[src/rtl/core/nearest_vertex_inside_test_unit_macros.svh]
// Assertion macros shared by the nearest vertex inside test unit.
`ifndef NEAREST_VERTEX_INSIDE_TEST_UNIT_MACROS_SVH
`define NEAREST_VERTEX_INSIDE_TEST_UNIT_MACROS_SVH

// Same-cycle implication, checked while out of reset.
`define NVIT_ASSERT_IMP(name, clk, rst, ante, cons) \
   name: assert property (@(posedge clk) disable iff (rst) (ante) |-> (cons)) \
      else $error("%m: implication failed");

// Next-cycle implication, checked while out of reset.
`define NVIT_ASSERT_NXT(name, clk, rst, ante, cons) \
   name: assert property (@(posedge clk) disable iff (rst) (ante) |=> (cons)) \
      else $error("%m: next-cycle implication failed");

`endif

[src/rtl/core/nvit_pkg.sv]
// Package with the types and constants of the nearest vertex inside test unit.
`default_nettype none

package nvit_pkg;

   localparam int TYPE_W  = 2;
   localparam int COORD_W = 24;
   localparam int NORM_W  = 16;
   localparam int DIFF_W  = COORD_W + 1;
   localparam int PROD_W  = 2 * DIFF_W;
   localparam int SUM_W   = PROD_W + 2;
   localparam int NIDX_W  = 12;
   localparam int WORD_W  = 3 * COORD_W + 3 * NORM_W;

   localparam logic [TYPE_W-1:0] REQ_LOAD  = 2'd0;
   localparam logic [TYPE_W-1:0] REQ_QUERY = 2'd1;
   localparam logic [TYPE_W-1:0] REQ_CLEAR = 2'd2;

   typedef enum logic [2:0] {
      ST_IDLE,
      ST_SCAN,
      ST_DRAIN,
      ST_DOT,
      ST_DOT_WAIT,
      ST_RESP
   } state_type;

   typedef struct packed {
      logic write_vertex;
      logic clear_count;
      logic cap_query;
      logic scan_start;
      logic scan_issue;
      logic dot_issue;
      logic set_result;
      logic res_accepted;
      logic res_empty;
      logic res_query;
      logic rsp_load;
   } cmd_type;

   typedef struct packed {
      logic full;
      logic empty;
      logic last_issue;
      logic pipe_idle;
      logic dot_ready;
      logic out_free;
   } sts_type;

endpackage

`default_nettype wire

[src/rtl/core/nvit_ctrl.sv]
// Controller state machine sequencing loads, clears, scans and responses.
`default_nettype none

module nvit_ctrl (
   input  wire logic                        clock,
   input  wire logic                        reset,
   input  wire logic                        req_valid,
   input  wire logic [nvit_pkg::TYPE_W-1:0] req_type,
   output logic                             req_stall,
   input  wire nvit_pkg::sts_type           sts,
   output nvit_pkg::cmd_type                cmd
);
   import nvit_pkg::*;

   state_type state_ff;
   state_type state_in;

   always_ff @(posedge clock) begin
      if (reset) begin
         state_ff <= ST_IDLE;
      end else begin
         state_ff <= state_in;
      end
   end

   always_comb begin
      state_in  = state_ff;
      cmd       = '0;
      req_stall = (state_ff != ST_IDLE);
      case (state_ff)
         ST_IDLE: begin
            if (req_valid) begin
               state_in       = ST_RESP;
               cmd.set_result = 1'b1;
               case (req_type)
                  REQ_LOAD: begin
                     if (!sts.full) begin
                        cmd.write_vertex = 1'b1;
                        cmd.res_accepted = 1'b1;
                     end
                  end
                  REQ_QUERY: begin
                     if (sts.empty) begin
                        cmd.res_empty = 1'b1;
                     end else begin
                        cmd.set_result = 1'b0;
                        cmd.cap_query  = 1'b1;
                        cmd.scan_start = 1'b1;
                        state_in       = ST_SCAN;
                     end
                  end
                  REQ_CLEAR: begin
                     cmd.clear_count  = 1'b1;
                     cmd.res_accepted = 1'b1;
                  end
                  default: begin
                     // Unused request type: a response of all zeros.
                  end
               endcase
            end
         end
         ST_SCAN: begin
            cmd.scan_issue = 1'b1;
            if (sts.last_issue) begin
               state_in = ST_DRAIN;
            end
         end
         ST_DRAIN: begin
            if (sts.pipe_idle) begin
               state_in = ST_DOT;
            end
         end
         ST_DOT: begin
            cmd.dot_issue = 1'b1;
            state_in      = ST_DOT_WAIT;
         end
         ST_DOT_WAIT: begin
            if (sts.dot_ready) begin
               cmd.set_result   = 1'b1;
               cmd.res_accepted = 1'b1;
               cmd.res_query    = 1'b1;
               state_in         = ST_RESP;
            end
         end
         ST_RESP: begin
            if (sts.out_free) begin
               cmd.rsp_load = 1'b1;
               state_in     = ST_IDLE;
            end
         end
         default: begin
            state_in = ST_IDLE;
         end
      endcase
   end

endmodule

`default_nettype wire

[config.mk]
export PLATFORM = sky130hd
export DESIGN_NAME = nvit_ctrl
export DESIGN_NICKNAME = d
export VERILOG_FILES = /design/src/rtl/core/nearest_vertex_inside_test_unit_macros.svh /design/src/rtl/core/nvit_pkg.sv /design/src/rtl/core/nvit_ctrl.sv
export SDC_FILE = /design/constraint.sdc
export NUM_CORES = 1
export LEC_CHECK = 0
export ABC_CLOCK_PERIOD_IN_PS = 3200
export BUFFER_PORTS_ARGS = -buffer_cell sky130_fd_sc_hd__buf_2
export CAP_MARGIN = 0
export CELL_PAD_IN_SITES_DETAIL_PLACEMENT = 1
export CELL_PAD_IN_SITES_GLOBAL_PLACEMENT = 2
export CORE_UTILIZATION = 20
export CTS_BUF_LIST = sky130_fd_sc_hd__clkbuf_8
export CTS_CLUSTER_SIZE = 24
export DETAILED_ROUTE_END_ITERATION = 8
export PLACE_DENSITY = 0.84
export SETUP_SLACK_MARGIN = 0.5
export SLEW_MARGIN = 20
export SYNTH_ARGS = -nofsm -noshare
export SYNTH_HDL_FRONTEND = slang
export SYNTH_SLANG_ARGS = --single-unit
[constraint.sdc]
create_clock -name clock -period 3.2 [get_ports clock]
set_input_delay 0.32 -clock clock [delete_from_list [all_inputs] [get_ports clock]]
set_output_delay 0.32 -clock clock [all_outputs]
set_load 0.005 [all_outputs]
After elaboration in Yosys (flattened, before gate mapping)
Index checks and enable logic that the tools add are counted.

storage, ports and cells
  register bits = 3
  bits in latches = 0
  RAM bits = 0
  memory bits (read-only) = 0
  bits of input ports = 11
  output and inout bits = 12
  logic and storage cells = 46
  memories kept = 0

operators by class
  $add $sub $neg = 0
  multiply operators = 0
  div/mod/pow operators = 0
  $lt $le $gt $ge = 0
  eq/ne operators = 12
  shifts and indexed selects = 0
  mux-type cells = 29
  bitwise logic cells = 0
  reduce and logical (&&, ||, !) cells = 4

operators by type and width
  kind                  number
  $mux W3               8
  $pmux W3 S6           1
  $mux W1               13
  $ne A2 B2 Y1 const B  5
  $mux W4               2
  $eq A3 B2 Y1 const B  2
  $eq A3 B3 Y1 const B  2
  $mux W2               3
  $reduce_and A5 Y1     1
  $pmux W2 S2           1
  $eq A3 B1 Y1 const B  1
  $logic_not A3 Y1      1
  $reduce_bool A3 Y1    1
  $eq A2 B1 Y1 const B  1
  $eq A2 B2 Y1 const B  1
  $logic_not A2 Y1      1
  $pmux W1 S2           1

Longest topological paths before layout
Gate-level depths: netlist of run 1.

  depth after elaboration = 4
  gate-level depth with buffers = 5
  depth with buffers taken out = 4

Worst setup path before layout of run 1
No wires, ideal clock.

  kind = reg-to-output
  from = reg state_ff[1]
  to = out cmd[8] (netlist bit)
  arrival time = 1.029 ns
  required time = 2.880 ns
  path slack = 1.851 ns
  stages on the path, launching flop included = 5
  buffers on the path = 1
  cells stage by stage = dfxtp_1 nor2_2 nand3_1 nor2b_1 buf_4

RTL lines
  what                    line             text
  from (decl)             nvit_ctrl.sv:15  state_type state_ff;
  from (signal assigned)  nvit_ctrl.sv:22  state_ff <= state_in;
  to (decl)               nvit_ctrl.sv:11  output nvit_pkg::cmd_type cmd

==> flow_metrics.tcl, run 1 <==
set metrics [dict create \
    status "finished, final reports clean" \
    setup_violations 0 \
    syn_area_per_cell_um2 7.109 \
    rsz0062_at_grt "no" \
    holdWs_ns 0.3212 \
    hold_viol_final 0 \
    largest_reg_flops 3 \
    cts_setup_buffers 0 \
    critPathKind "flop to output pin" \
    drv_slew 0 \
    fin_worst_skew_ns 0.001018 \
    synth_top_family_by_area "simple AND/OR/NAND/NOR gates" \
    slew_headroom_pct 74.82 \
    synthCells 44 \
    antenna_found_initial 0 \
    cp.required_ns 2.88 \
    max_freq_mhz 573.8 \
    post-dp-hpwl_um 722.3 \
    cts_resized 0 \
    clock_latency_ns 0.21 \
    dp.cells 79 \
    clock_path_buffers 2 \
    drtPass1Iterations 1 \
    io_buffers 22 \
    cts-root-buf "clkbuf_8" \
    endpoint_kind "output pin" \
    fill_cells 177 \
    n_antenna_cell 0 \
    seq_area_frac_synth_pct 19.20 \
    yosys.area_share.adder_pct 0 \
    die_area_um2 1726 \
    route.detailed.drc 0 \
    core_um2 1383 \
    grt_overflow_total 0 \
    area_delta_synth_final_pct 51.60 \
    combPwrFrac_pct 40.1 \
    setup_tns_ns 0 \
    p_switching_uw 102.3 \
    first_global_vias 359 \
    period_share_pct 54.47 \
    pwr-share-seq_pct 23.3 \
    numCtsBuffers 3 \
    h-tree-depth 1 \
    synth_area_um2 312.8 \
    die_x_um 41.55 \
    ys_ff_latch 3 \
    synth-compound-area-share_pct 20.40 \
    worstPathMaxFanout 7 \
    synthSimpleGateAreaFrac_pct 49.60 \
    synth_xor_area_share_pct 0 \
    yosys.area.top_type_share_pct 19.20 \
    cts.sinks 3 \
    io_pins 23 \
    syn-num-nets 55 \
    die_h_um 41.55 \
    fin_ws_ns 1.457 \
    cp.arrival_ns 1.42 \
    routed_wl_um 915 \
    start_util_pct 22.62 \
    p_leak_uw 0.0002412 \
    fin_util_pct 34.30 \
    tightest_slew_ns 0.3772 \
    layout.nets 80 \
    rows 13 \
    peakVddDrop_uv 198.4 \
    grt.total_usage_pct 10.67 \
    drtAntennaViolNets 0 \
    top_register "state_ff" \
    grt_pass1_wl_um 1435 \
    vias_per_cell 4.795 \
    grt_max_degree 13 \
    gp_congestion 0.6864 \
    vias 398 \
    synth.area.top_cells "dfxtp_1 (19%), nor2_1 (7.2%), a32oi_2 (5.2%), nand2_1 (4.8%), nand3b_1 (4.8%)" \
    pwr-share-clk_pct 36.5 \
    wl_per_cell_um 11.02 \
    max_cap_viol_count 0 \
    ctsHoldBuffers 0 \
    place_ws_ns 1.658 \
    ys.warnings.count 0 \
    top_regs "state_ff x3" \
    synth_area_leader_cell "dfxtp_1" \
    clk_pin_slew_worst_paths_ns 0.03 \
    synth_mux_area_share_pct 3.200 \
    layout.cells.non_filler 83 \
    internal_power_uw 183.6 \
    drive_gt1_share_pct 41.18 \
    cellPowerDensity_nw_per_um2 603.0 \
    ys_types 25 \
    timing.final.crit_period_ns 1.743 \
    drt_iter0_markers 0 \
    cts_tree "done" \
    hold_class "input pin to flop" \
    p_sw_share_pct 35.78 \
    worstSetupStartpointType "flop" \
]
-- cell type report --
type                       instances  area (um2)  area share [%]
clock buffer                       3       41.29           8.707
inverter                           3       11.26           2.375
tap                               15       18.77           3.958
clock inverter                     1       3.754          0.7916
multi-input combinational         36       229.0           48.29
timing repair buffer              22       110.1           23.22
sequential                         3       60.06           12.66
-- routing by layer --
layer | vias up | share of wire (%) | global-route usage, %
met2 | 15 | 52 | 17.50
met3 | 0 | 5.0 | 2.609
met4 | 0 | 0 | 5.806
met1 | 178 | 43 | 12.63
met5 | - | 0 | 0
li1 | 205 | - | -
-- path summary, 6_finish.rpt --
path	from	end	slack [ns]	cells after the start
max	state_ff[1]	cmd[3]	1.46	4
min	reset	state_ff[0]	0.32	2
max reg2reg	state_ff[2]	state_ff[2]	1.82	4
min reg2reg	state_ff[0]	state_ff[0]	0.60	3
-- power groups by stage --
stage	clock, uW	sequential [uW]	combinational, uW
final	104	66.7	115
after global routing	113	69.3	128
after CTS	105	66.9	117
after detailed placement	0	67.4	115
after global placement	0	67.0	115
after floorplan	0	54.1	86.0
-- metrics by stage --
| step | power (uW) | area, um2 |
|---|---|---|
| global placement | 182.0 | 429.2 |
| global route | 309.3 | 474.2 |
| CTS | 289.5 | 474.2 |
| detailed placement | 182.4 | 429.2 |
| floorplan | 140.1 | 312.8 |
| finish | 285.9 | 474.2 |
-- cells in the mapped netlist --
cell type,instances
nand2_1,4
buf_4,1
o2bb2ai_1,1
a21oi_1,1
inv_1,3
o21ai_0,2
nand2b_1,2
buf_2,1
or4b_1,1
and2b_2,1
nand3_1,2
a32oi_1,1
nor3_1,1
and2b_1,1
nor2_2,1
nor3b_1,2
nor2b_1,2
nor4_1,1
mux2i_1,1
nor2_1,6
o31ai_1,2
nand4b_1,1
dfxtp_1,3
nand3b_1,2
a32oi_2,1
-- cell usage in the layout, fill, tap and decap left out, types with 2 or more instances in the layout --
cell type,Yosys,routed
o31ai_1,2,2
dfxtp_1,3,3
o21ai_0,2,2
buf_2,1,22
nor3b_1,2,2
clkbuf_8,0,3
nand2_1,4,4
inv_1,3,4
nand3b_1,2,2
nand2b_1,2,2
nand3_1,2,2
nor2b_1,2,2
nor2_1,6,6
-- worst max-delay path: stages (launching register included) --
cell and delay (ns):
dfxtp_1 0.35, nor2_2 0.24, nand3_1 0.21, o31ai_1 0.26, buf_2 0.15
-- logic make-up after synthesis --
group | count (synthesis)
flops | 3
mux | 1
simple gates | 27
buf+inv | 5
compound gates | 8
(Power assumes the default switching activity.)
==> run 2, diff against run 1 <==
Settings changed: ABC_AREA set to 1, ABC_CLOCK_PERIOD_IN_PS 3200 to 1600, CORE_ASPECT_RATIO set to 0.6, CORE_UTILIZATION 20 to 17, PLACE_DENSITY 0.84 to 0.78.
Clock period 3.2 ns to 1.6 ns, I/O delays scaled along.
==> flow_metrics.tcl, run 2 <==
set metrics [dict create \
    status "finished, final reports clean" \
    drv_slew 0 \
    ys_top_cells_by_count "inv_1 (14), nand2_1 (13), nor2_1 (10), nand3_1 (9)" \
    drtPass1Iterations 4 \
    cts-root-buf "clkbuf_8" \
    cellPowerDensity_nw_per_um2 1894 \
    final_cell_area_um2 823.3 \
    final_common_cell "buf_2" \
    rows 12 \
    period_share_pct 90.94 \
    largest_reg_flops 3 \
    ys_ff_latch 3 \
    synth_area_leader_cell "dfxtp_1" \
    clock_path_buffers 2 \
    cts_tree "done" \
    ys.warnings.count 0 \
    fin_util_pct 42.51 \
    clk_pin_slew_worst_paths_ns 0.04 \
    fin_worst_skew_ns 0.008968 \
    cts.sinks 3 \
    h-tree-depth 1 \
    n_antenna_cell 0 \
    syn-num-nets 80 \
    synthArstFlopShare_pct 0 \
    grt_pass1_wl_um 2987 \
    placed_area_um2 506.7 \
    yosysMostFrequentCell "inv_1" \
    ys_types 17 \
    io_buffers 22 \
    vias 598 \
    rsz0062_at_grt "yes" \
    slew_headroom_pct 85.33 \
    drive_gt1_share_pct 67.62 \
    setup_violations 0 \
    peakVddDrop_uv 424.7 \
    first_global_vias 611 \
    worstPathMaxFanout 3 \
    numCtsBuffers 3 \
    die_area_um2 2360 \
    top_regs "state_ff x3" \
    clock_latency_ns 0.24 \
    syn_area_per_cell_um2 5.331 \
    seq_area_frac_synth_pct 16.33 \
    worstSetupStartpointType "flop" \
    io_pins 23 \
    setup_tns_ns 0 \
    post-dp-hpwl_um 995.9 \
    p_leak_uw 0.0004525 \
    yosys.area.top_type_share_pct 16.33 \
    top_register "state_ff" \
    hold_viol_final 0 \
    grt_max_degree 10 \
    timing.final.crit_period_ns 1.455 \
    synth_area_um2 367.9 \
    antenna_found_initial 0 \
    layout.nets 117 \
    core_um2 1937 \
    start_util_pct 18.99 \
    synth.area.top_cells "dfxtp_1 (16%), inv_1 (14%), nand2_1 (13%), nand3_1 (12%), nor2_1 (10%)" \
    critPathKind "flop to output pin" \
    die_h_um 38.03 \
    drtAntennaViolNets 0 \
    synthCells 69 \
    synth-edff-count 0 \
    gp_congestion 0.7292 \
    hold_class "input pin to flop" \
    holdWs_ns 0.1157 \
    cp.required_ns 1.44 \
    wl_per_cell_um 16.80 \
    routed_wl_um 2235 \
    grt.total_usage_pct 19.21 \
    cp.arrival_ns 1.30 \
    route.detailed.drc 0 \
    ctsHoldBuffers 0 \
    vias_per_cell 4.496 \
    max_cap_viol_count 0 \
    endpoint_kind "output pin" \
    fin_ws_ns 0.1450 \
    max_freq_mhz 687.3 \
    die_x_um 62.06 \
    layout_common_cells "buf_2 (21), inv_1 (13), buf_4 (7)" \
    area_delta_synth_final_pct 123.8 \
    place_ws_ns 0.2292 \
    drt_iter0_markers 14 \
    synth_ff_type "dfxtp_1" \
    tightest_slew_ns 0.2192 \
    grt_overflow_total 0 \
]
-- run 2: repair_timing --
action / CTS / global route
buffers inserted: 7 / 4
gates resized for setup: 27 / 25
endpoints found under the setup margin: 14 / 15
pin swaps: 8 / 10
cloned: 0 / 0
-- run 2: worst paths after layout --
path,from,endpoint,slack [ns],cells past startpoint
worst max-delay path,state_ff[1],cmd[8],0.14,7
worst min-delay path,reset,state_ff[0],0.12,2
worst max register to register,state_ff[1],state_ff[1],0.19,8
worst min register to register,state_ff[2],state_ff[2],0.60,2
-- run 2: cell families (layout without fill, tap and decap cells) --
logic type / Yosys count / count (layout) / synth area share, %
and+or+nand+nor: 42 / 42 / 54.08
buffers and inverters: 19 / 55 / 22.45
DFF: 3 / 3 / 16.33
AOI/OAI and AO/OA: 5 / 5 / 7.144
-- run 2: cell type report --
| type | count | area [um2] |
|---|---|---|
| clock buffer | 3 | 41.29 |
| clock inverter | 1 | 3.754 |
| fill | 246 | 1114 |
| inverter | 17 | 71.32 |
| multi-input combinational | 47 | 371.6 |
| sequential | 3 | 71.32 |
| tap | 28 | 35.03 |
| timing repair buffer | 34 | 229.0 |
-- run 2: routing by layer --
metal	up-vias	share of wire, %	GRT usage, %
li1	288	-	-
met1	277	40	21.89
met2	23	49	32.98
met3	10	5.9	3.041
met4	0	4.7	13.33
met5	-	0	0
-- run 2: stage by stage --
step           std cells  total power (uW)
2_1_floorplan         69             536.0
3_3_place_gp         118             691.2
3_5_place_dp         118             701.7
4_1_cts              129              1240
5_1_grt              133              1645
6_report             133              1559
-- run 2: worst max-delay path: stages, from the launching register on --
cell and delay, ns:
dfxtp_4 0.35, inv_4 0.06, nand2_4 0.06, nor2_4 0.14, nand2_4 0.09, buf_6 0.14
nor2_4 0.08, buf_2 0.13
-- run 2: power breakdown --
part	leakage, uW	internal (uW)	total (uW)	switching, uW
registers	0.0000267	127	195	67.8
logic	0.000399	490	1130	640
clock network	0.0000269	165	235	70.0
==> run 3, diff against run 2 <==
Settings changed: ABC_CLOCK_PERIOD_IN_PS 1600 to 1750, CORE_ASPECT_RATIO 0.6 to not set, CORE_UTILIZATION 17 to 20, PLACE_DENSITY 0.78 to 0.85, SKIP_CTS_REPAIR_TIMING set to 1.
Clock period 1.6 ns to 1.75 ns, I/O delays scaled along.
==> flow_metrics.tcl, run 3 (same netlist as run 2, synthesis figures left out) <==
set metrics [dict create \
    status "finished, final reports clean" \
    clock_path_buffers 2 \
    crit_path_cell_trace "inv_4 > nand2_4 > nor2_4 > nand2_2 > nor4_1 > buf_2" \
    drtAntennaViolNets 0 \
    io_buffers 22 \
    rows 15 \
    core_um2 1727 \
    layout_common_cells "buf_2 (22), inv_1 (15), nand2_1 (11)" \
    vias 532 \
    routed_wl_um 1212 \
    top_regs "state_ff x3" \
    grt_overflow_total 0 \
    r2r_start "state_ff[1]" \
    combPwrFrac_pct 61.0 \
    drtPass1Iterations 4 \
    cp.arrival_ns 1.31 \
    cts.sinks 3 \
    worstHoldStart "reset" \
    n_antenna_cell 0 \
    peakVddDrop_uv 647.7 \
    antenna_found_initial 0 \
    die_h_um 44.89 \
    internal_power_uw 520.1 \
    area_delta_synth_final_pct 65.65 \
    hold_class "input pin to flop" \
    max_freq_mhz 675.2 \
    critPathKind "flop to output pin" \
    largest_reg_flops 3 \
    first_global_vias 451 \
    fill_cells 252 \
    cts-root-buf "clkbuf_8" \
    finalPower_uw 965.6 \
    crit_path_top_delay_cell "dfxtp_2" \
    h-tree-depth 1 \
    layout.nets 110 \
    p_leak_uw 0.0003826 \
    grt_pass1_wl_um 1787 \
    drv_slew 0 \
    cp.required_ns 1.57 \
    grt_max_degree 10 \
    endpoint_kind "output pin" \
    worstSetupStartpointType "flop" \
    top_register "state_ff" \
    worstHoldPathCells 2 \
    hold_viol_final 0 \
    post-dp-hpwl_um 954.1 \
    ff2ff_setup_slack_ns 0.60 \
    die_x_um 44.89 \
    drt_iter0_markers 2 \
    numCtsBuffers 3 \
    wl_per_cell_um 9.854 \
    setup_violations 0 \
    tightest_slew_ns 0.2251 \
    route.detailed.drc 0 \
    gp_congestion 0.7122 \
    timing.final.crit_period_ns 1.481 \
    fin_util_pct 35.29 \
    min_to "state_ff[0]" \
    max_cap_viol_count 0 \
    io_pins 23 \
    vias_per_cell 4.325 \
    setup_tns_ns 0 \
    r2r_end "state_ff[0]" \
    start_util_pct 21.30 \
    fin_worst_skew_ns 0.005607 \
    p_switching_uw 445.5 \
    p_sw_share_pct 46.14 \
    ff2ff_path_depth 6 \
    slew_headroom_pct 84.86 \
    grt.total_usage_pct 12.48 \
    worstPathMaxFanout 5 \
    pwr-share-clk_pct 21.4 \
    rsz0062_at_grt "yes" \
    pwr-share-seq_pct 17.7 \
    drive_gt1_share_pct 44.90 \
    slowest_delay_ns 0.34 \
    cellPowerDensity_nw_per_um2 1585 \
    clk_pin_slew_worst_paths_ns 0.04 \
    period_share_pct 84.63 \
    die_area_um2 2015 \
    final_common_cell "buf_2" \
    cts_tree "done" \
    clock_latency_ns 0.23 \
]
==> run 3: cell type report <==
type,instances,area (um2),share of cell area (%)
clock buffers,3,41.29,6.776
multi-input cells,47,247.7,40.66
clock inverters,1,3.754,0.6160
repair buffers,27,147.6,24.23
well taps,25,31.28,5.133
inverters,17,68.82,11.29
flip-flops and latches,3,68.82,11.29
==> run 3: through the flow <==
stage / cells / cell area [um2] / worst slack, ns / hold slack, ns
floorplan: 69 / 367.9 / 0.5514 / 0.2474
global placement: 114 / 490.5 / 0.3877 / 0.3556
detailed placement: 114 / 490.5 / 0.3856 / 0.3563
CTS: 118 / 535.5 / 0.1508 / 0.1250
global route: 123 / 609.3 / 0.2093 / 0.1325
finish: 123 / 609.3 / 0.2690 / 0.1153
==> run 3: power groups by stage <==
stage,clock network [uW],logic (uW),registers [uW]
after CTS,205,466,154
after floorplan,0,354,130
final,206,589,171
after global routing,215,664,178
after global placement,0,455,152
after detailed placement,0,463,155
==> run 3: per-layer routing <==
metal  vias up  routed length, um  track usage, %
met5         -                  0               0
met4         0                 40           9.091
met3         5                 62           2.400
met2        21                613           21.18
met1       233                495           13.83
li1        273                  -               -
==> run 3: critical path: cells and delay by family (launching register included) <==
| kind | cells | cell delay (ns) |
|---|---|---|
| and+or+nand+nor | 4 | 0.50 |
| DFF | 1 | 0.34 |
| buffers and inverters | 2 | 0.24 |
==> run 3: how the worst max path moves through the flow <==
stage,from,endpoint,slack [ns],depth (start not counted)
CTS,state_ff[2],cmd[4],0.15,5
global placement,state_ff[2],cmd[4],0.39,5
finish,state_ff[0],cmd[10],0.27,6
global route,state_ff[0],cmd[10],0.21,6
floorplan,state_ff[1],cmd[8],0.55,7
detailed placement,state_ff[2],cmd[4],0.39,5
